===== config.mk =====
export PLATFORM = sky130hd
export DESIGN_NAME = led_blink_controller
export DESIGN_NICKNAME = d
export VERILOG_FILES = /design/src/design/lbc_pkg.sv /design/src/design/lbc_ctrl.sv /design/src/design/lbc_dp.sv /design/src/design/led_blink_controller.sv
export SDC_FILE = /design/constraint.sdc
export NUM_CORES = 1
export LEC_CHECK = 0
export ABC_AREA = 1
export BUFFER_PORTS_ARGS = -buffer_cell sky130_fd_sc_hd__clkbuf_2
export CELL_PAD_IN_SITES_DETAIL_PLACEMENT = 1
export CELL_PAD_IN_SITES_GLOBAL_PLACEMENT = 2
export CORE_ASPECT_RATIO = 2
export CORE_MARGIN = 1.5
export CORE_UTILIZATION = 30
export DETAILED_ROUTE_END_ITERATION = 10
export PLACE_DENSITY_LB_ADDON = 0.1
export SETUP_SLACK_MARGIN = 0.15
export SLEW_MARGIN = 10
export SYNTH_ARGS = -nofsm -noshare
export SYNTH_HDL_FRONTEND = slang
export SYNTH_SLANG_ARGS = --single-unit
export TNS_END_PERCENT = 1

===== constraint.sdc =====
create_clock -name clk -period 9.2 [get_ports clk]
set_clock_uncertainty 0.15 [all_clocks]
set_input_delay 0 -clock clk [delete_from_list [all_inputs] [get_ports clk]]
set_output_delay 0 -clock clk [all_outputs]
set_load 0.1 [all_outputs]

===== src/design/lbc_pkg.sv =====
// Shared widths, request codes and controller/datapath handshake types for the LED controller.
package lbc_pkg;

  localparam int NUM_LEDS_DEF = 4;

  localparam int REQ_W       = 3;
  localparam int LED_IDX_W   = 4;
  localparam int PERIOD_W    = 32;
  localparam int DRIVE_W     = 4;
  localparam int IN_TDATA_W  = 40;
  localparam int OUT_TDATA_W = 8;

  localparam logic [REQ_W-1:0] REQ_SET    = 3'd0;
  localparam logic [REQ_W-1:0] REQ_TOGGLE = 3'd1;
  localparam logic [REQ_W-1:0] REQ_BLINK  = 3'd2;
  localparam logic [REQ_W-1:0] REQ_READ   = 3'd3;
  localparam logic [REQ_W-1:0] REQ_TICK   = 3'd4;

  // Commands from the controller to the datapath.
  typedef struct packed {
    logic load_req;   // latch an accepted request
    logic apply;      // execute set / toggle / blink / read
    logic tick_inc;   // advance the ms counter, restart the LED walk
    logic walk_step;  // check one LED of the walk
    logic out_load;   // capture the result word
  } lbc_cmd_t;

  // Status from the datapath to the controller.
  typedef struct packed {
    logic is_tick;
    logic walk_last;
  } lbc_sts_t;

endpackage


===== src/design/lbc_ctrl.sv =====
// Sequencer for the LED controller: request intake, tick walk and result hand-off.
module lbc_ctrl (
  input  logic              clk,
  input  logic              rst_n,
  input  logic              in_tvalid,
  output logic              in_tready,
  output logic              out_tvalid,
  input  logic              out_tready,
  input  lbc_pkg::lbc_sts_t sts,
  output lbc_pkg::lbc_cmd_t cmd
);
  import lbc_pkg::*;

  typedef enum logic [2:0] {
    ST_IDLE,
    ST_APPLY,
    ST_WALK,
    ST_DONE
  } state_t;

  state_t state_r;
  state_t state_nxt;
  logic   out_valid_r;
  logic   out_valid_nxt;
  logic   slot_free;

  assign in_tready  = (state_r == ST_IDLE);
  assign out_tvalid = out_valid_r;
  assign slot_free  = !out_valid_r || out_tready;

  always_comb begin
    state_nxt     = state_r;
    out_valid_nxt = out_valid_r && !out_tready;
    cmd           = '0;
    unique case (state_r)
      ST_IDLE: begin
        if (in_tvalid) begin
          cmd.load_req = 1'b1;
          state_nxt    = ST_APPLY;
        end
      end
      ST_APPLY: begin
        if (sts.is_tick) begin
          cmd.tick_inc = 1'b1;
          state_nxt    = ST_WALK;
        end else begin
          cmd.apply = 1'b1;
          state_nxt = ST_DONE;
        end
      end
      ST_WALK: begin
        cmd.walk_step = 1'b1;
        if (sts.walk_last) begin
          state_nxt = ST_DONE;
        end
      end
      ST_DONE: begin
        if (slot_free) begin
          cmd.out_load  = 1'b1;
          out_valid_nxt = 1'b1;
          state_nxt     = ST_IDLE;
        end
      end
      default: state_nxt = ST_IDLE;
    endcase
  end

  always_ff @(posedge clk) begin
    if (!rst_n) begin
      state_r     <= ST_IDLE;
      out_valid_r <= 1'b0;
    end else begin
      state_r     <= state_nxt;
      out_valid_r <= out_valid_nxt;
    end
  end

endmodule


===== src/design/lbc_dp.sv =====
// Datapath for the LED controller: LED state, blink timing, ms counter and result register.
module lbc_dp #(
  parameter int NUM_LEDS = lbc_pkg::NUM_LEDS_DEF
) (
  input  logic                           clk,
  input  logic                           rst_n,
  input  logic [lbc_pkg::IN_TDATA_W-1:0] in_tdata,
  input  logic [lbc_pkg::REQ_W-1:0]      in_tuser,
  input  lbc_pkg::lbc_cmd_t              cmd,
  output lbc_pkg::lbc_sts_t              sts,
  output logic [lbc_pkg::OUT_TDATA_W-1:0] out_tdata
);
  import lbc_pkg::*;

  localparam int IDX_W = (NUM_LEDS > 1) ? $clog2(NUM_LEDS) : 1;

  logic [REQ_W-1:0]     req_type_r;
  logic [LED_IDX_W-1:0] led_idx_r;
  logic                 set_val_r;
  logic [PERIOD_W-1:0]  period_r;

  logic [NUM_LEDS-1:0]  led_on_r;
  logic [NUM_LEDS-1:0]  blink_en_r;
  logic [PERIOD_W-1:0]  half_src_r [NUM_LEDS];
  logic [PERIOD_W-1:0]  last_tgl_r [NUM_LEDS];
  logic [PERIOD_W-1:0]  time_r;
  logic [IDX_W-1:0]     walk_r;
  logic                 rd_r;
  logic [OUT_TDATA_W-1:0] out_tdata_r;

  logic                 idx_ok;
  logic [IDX_W-1:0]     addr;
  logic [PERIOD_W-1:0]  elapsed;
  logic                 due;
  logic [DRIVE_W-1:0]   drive;

  assign idx_ok  = ({1'b0, led_idx_r} < 5'(NUM_LEDS));
  assign addr    = cmd.walk_step ? walk_r : led_idx_r[IDX_W-1:0];
  assign elapsed = time_r - last_tgl_r[addr];
  assign due     = (elapsed >= (half_src_r[addr] >> 1));

  assign sts.is_tick   = (req_type_r == REQ_TICK);
  assign sts.walk_last = (walk_r == IDX_W'(NUM_LEDS - 1));

  // Only LEDs 0..3 fit in the drive field.
  for (genvar k = 0; k < DRIVE_W; k++) begin : g_drive
    if (k < NUM_LEDS) begin : g_on
      assign drive[k] = led_on_r[k];
    end else begin : g_off
      assign drive[k] = 1'b0;
    end
  end

  // Request latch, read flag and result word.
  always_ff @(posedge clk) begin
    if (cmd.load_req) begin
      set_val_r  <= in_tdata[LED_IDX_W];
      period_r   <= in_tdata[LED_IDX_W+1 +: PERIOD_W];
    end
    if (cmd.apply) begin
      rd_r <= (req_type_r == REQ_READ) && idx_ok && led_on_r[addr];
    end else if (cmd.tick_inc) begin
      rd_r <= 1'b0;
    end
    if (cmd.out_load) begin
      out_tdata_r <= {(OUT_TDATA_W-DRIVE_W-1)'(0), rd_r, drive};
    end
  end

  // Request type and index stay under reset so status is defined out of reset.
  always_ff @(posedge clk) begin
    if (!rst_n) begin
      req_type_r <= REQ_SET;
      led_idx_r  <= '0;
    end else if (cmd.load_req) begin
      req_type_r <= in_tuser;
      led_idx_r  <= in_tdata[LED_IDX_W-1:0];
    end
  end

  // LED state, blink timing and ms counter.
  always_ff @(posedge clk) begin
    if (!rst_n) begin
      led_on_r   <= '0;
      blink_en_r <= '0;
      time_r     <= '0;
      walk_r     <= '0;
      for (int i = 0; i < NUM_LEDS; i++) begin
        half_src_r[i] <= '0;
        last_tgl_r[i] <= '0;
      end
    end else begin
      if (cmd.apply && idx_ok) begin
        case (req_type_r)
          REQ_SET: begin
            blink_en_r[addr] <= 1'b0;
            led_on_r[addr]   <= set_val_r;
          end
          REQ_TOGGLE: begin
            blink_en_r[addr] <= 1'b0;
            led_on_r[addr]   <= !led_on_r[addr];
          end
          REQ_BLINK: begin
            blink_en_r[addr] <= 1'b1;
            half_src_r[addr] <= period_r;
            last_tgl_r[addr] <= time_r;
          end
          default: ;
        endcase
      end
      if (cmd.tick_inc) begin
        time_r <= time_r + 1'b1;
        walk_r <= '0;
      end
      if (cmd.walk_step) begin
        walk_r <= walk_r + 1'b1;
        if (blink_en_r[addr] && due) begin
          last_tgl_r[addr] <= time_r;
          led_on_r[addr]   <= !led_on_r[addr];
        end
      end
    end
  end

  assign out_tdata = out_tdata_r;

endmodule


===== src/design/led_blink_controller.sv =====
// Top level of the per-LED on/off and blink controller.
//
//   channel | direction | tdata (low bit first)                       | tuser
//   --------+-----------+---------------------------------------------+----------------
//   in_     | slave     | led_index[3:0], set_value, blink_period_ms  | req_type[2:0]
//   out_    | master    | led_drive[3:0], read_state                  | -
//
// A set, toggle, blink, read or unknown request passes through accept, apply and
// result load. A tick passes through accept, tick increment and a walk that checks
// one LED per cycle against the shared subtract/compare before its result load.
// Reset (rst_n low, synchronous) clears all LEDs, blink state and the ms counter.
// A stalled result holds in the output register while the next request is
// taken; only the final load waits for the output register to free up.
module led_blink_controller #(
  parameter int NUM_LEDS = lbc_pkg::NUM_LEDS_DEF
) (
  input  logic                            clk,
  input  logic                            rst_n,
  input  logic                            in_tvalid,
  output logic                            in_tready,
  // [3:0] led_index, [4] set_value, [36:5] blink_period_ms, [39:37] zero
  input  logic [lbc_pkg::IN_TDATA_W-1:0]  in_tdata,
  // [2:0] req_type
  input  logic [lbc_pkg::REQ_W-1:0]       in_tuser,
  output logic                            out_tvalid,
  input  logic                            out_tready,
  // [3:0] led_drive, [4] read_state, [7:5] zero
  output logic [lbc_pkg::OUT_TDATA_W-1:0] out_tdata
);
  import lbc_pkg::*;

  lbc_cmd_t cmd;
  lbc_sts_t sts;

  // Sequence each request: intake, apply or tick walk, result hand-off.
  lbc_ctrl u_ctrl (
    .clk        (clk),
    .rst_n      (rst_n),
    .in_tvalid  (in_tvalid),
    .in_tready  (in_tready),
    .out_tvalid (out_tvalid),
    .out_tready (out_tready),
    .sts        (sts),
    .cmd        (cmd)
  );

  // Hold LED state, blink periods, toggle stamps and the ms counter.
  lbc_dp #(
    .NUM_LEDS (NUM_LEDS)
  ) u_dp (
    .clk       (clk),
    .rst_n     (rst_n),
    .in_tdata  (in_tdata),
    .in_tuser  (in_tuser),
    .cmd       (cmd),
    .sts       (sts),
    .out_tdata (out_tdata)
  );

endmodule


After elaboration in Yosys (flattened, before gate mapping):

Memory sizes are Yosys's and may differ from the RTL's.
Index checks and enable logic that the tools add are counted.

* reduce and logical (&&, ||, !) cells: 20
* magnitude comparators: 4
* bitwise operators: 4
* eq/ne operators: 11
* mux-type cells: 51
* add/subtract/negate cells: 3

Operator list (count)
* 32-bit two-way mux: 3
* 32-bit OR reduction: 2
* 32-bit by 1-bit adder with 32-bit output, second input constant: 1
* 32-bit by 31-bit >= comparator with 1-bit output: 1
* 32-bit subtractor: 1
* 1-bit two-way mux: 26
* 4-bit two-way mux: 4
* 4-bit case mux with 2 select lines: 2
* 4-bit bitwise mux: 3
* 3-bit by 2-bit equality test with 1-bit output, second input constant: 4
* 2-bit two-way mux: 6
* 3-bit case mux with 4 select lines: 1
* 3-bit two-way mux: 3
* 3-bit by 1-bit equality test with 1-bit output, second input constant: 2
* 1-bit logical AND: 6
* 3-bit zero test: 2
* 2-bit nonzero test: 3
* 4-bit bitwise AND: 1
* 1-bit binary-select mux with 2-bit select: 2
* 4-bit by 3-bit less-than comparator with 1-bit output, second input constant: 1
* 2-bit inequality test, second input constant: 2
* 4-bit NOT: 1
* 4-bit bitwise OR: 1
* 3-bit equality test, second input constant: 1
* 12 further kinds: 14

* logic and storage cells: 107
* bits of input ports: 47
* memory bits (writable): 256
* bits in registers: 92
* memories: 2

Memory list
* u_dp.half_src_r: words 4, bits a word 32, read ports 1, clocked after Yosys merged registers in 0, write ports 4, line lbc_dp.sv:24 `logic [PERIOD_W-1:0] half_src_r [NUM_LEDS];`
* u_dp.last_tgl_r: words 4, bits a word 32, read ports 1, clocked after Yosys merged registers in 0, write ports 4, line lbc_dp.sv:25 `logic [PERIOD_W-1:0] last_tgl_r [NUM_LEDS];`

Longest topological paths before layout:

* depth after elaboration: 14
* mapped depth: 43
* depth with buffers taken out: 41

By module:

From an unflattened synthesis, not the netlist that was laid out.

* cells, all modules: 1615
* area total of the unflattened synthesis: 16503.3 µm²

Modules (own cells, without submodules)
* lbc_dp: instances 1, cells an instance 1579, area each 16249.3 µm²
* lbc_ctrl: instances 1, cells an instance 36, area each 254.0 µm²

Worst setup path after synthesis:

No wires, ideal clock.

* kind: flip-flop to flip-flop
* from: register u_ctrl.state_r[0]
* to: memory u_dp.last_tgl_r[0][0], enable pin
* data required time: 8.584 ns
* path slack: 1.360 ns
* arrival time: 7.225 ns
* stages on the path, launching flop included: 38
* cell sequence: dfxtp_1 -> inv_1 -> ha_1 -> inv_2 -> nand2_4 -> nand2_2 -> inv_1 -> nor2_1 -> clkbuf_1 -> inv_2 -> clkbuf_1 -> o22ai_1 -> nor2_1 -> ha_1 -> fa_1 -> o21ai_0 -> nand2_1 -> nand2_1 -> [2 not listed] -> nand2_1 -> nand2_1 -> a21boi_0 -> o21ai_0 -> nand2_1 -> o21ai_0 -> xor2_1 -> ha_1 -> a21oi_1 -> nor2_1 -> a211oi_1 -> o211ai_1 -> inv_1 -> nand2_4 -> nand3_2 -> nand2_4 -> inv_1 -> o21ai_0

RTL lines
* from (decl): line lbc_ctrl.sv:21 `state_t state_r;`
* from (signal assigned): line lbc_ctrl.sv:73 `state_r <= state_nxt;`
* to (decl): line lbc_dp.sv:25

==> flow_summary.json <==
{
  "ant_nets": 0,
  "synth-seq-cells": 342,
  "fin_crit_sh_pct": 81.1,
  "cp_common_cell": "nand2_1",
  "p_leak_nw": 8.43,
  "cts_sinks": 342,
  "synth_top_area_share_pct": 52.4,
  "yosys-top-cells-count": "nor2_1, edfxtp_1, nand2_1",
  "cp_num_buf_inv": 6,
  "vias": 11992,
  "multiInputGateArea_um2": 5970,
  "rsz0062_at_grt": "false",
  "yosys.cell_types.count": 51,
  "final_nets": 1862,
  "setup_violations": 0,
  "drt-initial-drc-count": 409,
  "grt_first_pass_wirelength_um": 75700,
  "fin_util_pct": 36.1,
  "seqCellArea_um2": 9750,
  "path_class": "reg2reg",
  "antenna_cells": 0,
  "grt_pass1_vias": 13110,
  "slew_headroom_pct": 35.4,
  "yosysTopAreaCell": "edfxtp_1",
  "postPlaceCellArea_um2": 17800,
  "core_area_um2": 54700,
  "ir_drop_mv": 0.201,
  "htreeDepth": 2,
  "route.detailed.drc": 0,
  "antenna_found_initial": 0,
  "worst_pin_slew_ps": 968,
  "power.density_nw_per_um2": 287,
  "arrival_ps": 7490,
  "port-buffer-count": 49,
  "synth.area.top_cells": "edfxtp_1, nor2_1, dfxtp_1, ha_1, nand2_1",
  "synth.most_common_cell": "nor2_1",
  "drive_gt1_share_pct": 10.2,
  "synth_cells": 1615,
  "drv_cap": 0,
  "critPathLaunchType": "register",
  "hold_path.class": "in2reg",
  "cts_tree": "built",
  "avgSynthCellArea_um2": 10.3,
  "async_flop_share_pct": 0,
  "cts_setup_buffers": 0,
  "dp_hpwl_um": 34800,
  "critPathMaxFanout": 32,
  "avgViaCountPerCell": 4.79,
  "cts-root-buf": "clkbuf_16",
  "rows": 121,
  "max_stage_delay_ps": 480,
  "critPathCaptureType": "register",
  "fp.dieH_um": 336,
  "drv_slew": 0,
  "fillers": 6059,
  "max_freq_ghz": 0.134,
  "grt_max_degree": 41,
  "pre_cts_ws_ps": 1470,
  "netlist_area_um2": 16600,
  "numCtsBuffers": 34,
  "timing.final.ws_setup_ps": 1740,
  "fp.dieW_um": 169,
  "drt_wl_total_um": 48400,
  "wl_per_cell_um": 19.3,
  "yosysSeqAreaShare_pct": 58.7,
  "io_pins": 57,
  "ys.flop_type": "edfxtp_1",
  "worstPathRequired_ps": 9230,
  "start_util_pct": 30.4,
  "dr.pass1.iters": 6,
  "min_period_ps": 7460,
  "design_area_um2": 19700,
  "outcome": "finished, final reports clean",
  "grt_overflow_total": 0,
  "final_hold_viol_count": 0,
  "area_growth_pct": 18.6,
  "gp_congestion": 0.742,
  "gr-usage-all-layers_pct": 17.6,
  "path_clk_slew_ps": 60,
  "dieArea_um2": 56900,
  "synth-edff-count": 290,
  "cp_top_family": "compound AO/OA/AOI/OAI gates",
  "cp_slowest_cell": "inv_2",
  "insertion_delay_ps": 540,
  "cts_buffer_depth": 3,
  "ys_warn_count": 0,
  "setup_tns_ps": 0
}
## logic make-up (layout without fill, tap and decap cells)
logic type	Yosys count	after routing	synth area share, %
and+or+nand+nor	648	648	17.2
DFF	342	342	58.7
AOI/OAI and AO/OA	271	271	10.9
buffers and inverters	246	397	5.95
adders and majority gates	70	70	5.32
xor gates and xnor gates	36	36	1.90
other	1	3	0.0226
muxes	1	1	0.0602
## per-stage QoR
step	total power, mW	hold slack [ps]	instances
after global placement	4.24	26.6	2371
after detailed placement	4.27	28.9	2371
after global routing	6.09	18.1	2506
after floorplan	3.44	-51.1	1617
after CTS	5.80	3.20	2506
final	5.66	28.5	2506
## final timing paths
path                                                startpoint                                to  slack, ps  cells past startpoint
worst max-delay path            u_ctrl.state_r[0]$_SDFFE_PN0P_  u_dp.last_tgl_r[3][31]$_DFFE_PP_       1740                     36
worst min-delay path                              in_tdata[35]       u_dp.period_r[30]$_DFFE_PP_         30                      2
worst max register to register  u_ctrl.state_r[0]$_SDFFE_PN0P_  u_dp.last_tgl_r[3][31]$_DFFE_PP_       1740                     36
worst min register to register         u_dp.rd_r$_SDFFCE_PN0P_       u_dp.out_tdata[4]$_DFFE_PP_        300                      0
## sequential cells by signal, indices dropped and copies added (netlist names), 2 cells and up, named ones only
name             cells
u_dp.period_r       31
u_dp.req_type_r      3
u_dp.walk_r          2
u_dp.drive           4
u_dp.led_idx_r       4
u_dp.half_src_r    124
u_ctrl.state_r       2
u_dp.time_r         32
u_dp.out_tdata       5
u_dp.last_tgl_r    128
## layout make-up
cell class / count / share of cell area [%]
clock buffers: 40 / 4.75
clock inverters: 19 / 1.06
inverters: 182 / 3.47
multi-input cells: 1029 / 30.3
flip-flops and latches: 342 / 49.5
well taps: 738 / 4.68
repair buffers: 156 / 6.28
## repair_timing
| action | in CTS | in global routing |
|---|---|---|
| endpoints found under the hold margin | 51 | 0 |
| hold buffers | 76 | 0 |
| resized for setup | 0 | 0 |
## power breakdown
group | total, mW | switching (mW) | internal [mW] | leakage (nW)
combinational | 2.35 | 1.60 | 0.756 | 4.48
clock | 1.46 | 0.596 | 0.865 | 0.564
sequential | 1.85 | 0.0471 | 1.80 | 3.38
## cell usage in the layout, fill, tap and decap left out, types with 4 or more instances in the layout
cell,instances
bufinv_16,5
nand4_1,5
nand2_4,34
ha_1,69
o22ai_1,19
dfxtp_1,52
a31oi_1,6
buf_4,31
clkbuf_16,37
clkinv_2,5
nand2_2,5
nor4_1,8
o21ai_4,5
nor3_1,45
xnor2_1,11
o21a_1,7
nand3_1,41
clkbuf_2,49
inv_2,4
xor2_1,25
o21ai_0,51
nor2_1,315
a21oi_1,72
o22a_1,12
o221ai_1,12
dlygate4sd3_1,76
nand2_1,185
edfxtp_1,290
inv_1,176
a221oi_1,34
clkinv_1,11
a22o_1,34
## routing by layer
layer	track usage, %	routed length, um	vias to the layer above
met5	0	0	-
met4	5.37	1190	0
met3	1.77	932	63
met2	36.0	27900	122
met1	18.4	18400	5963
li1	-	-	5844
No activity file was read; power rests on OpenSTA's default activity.
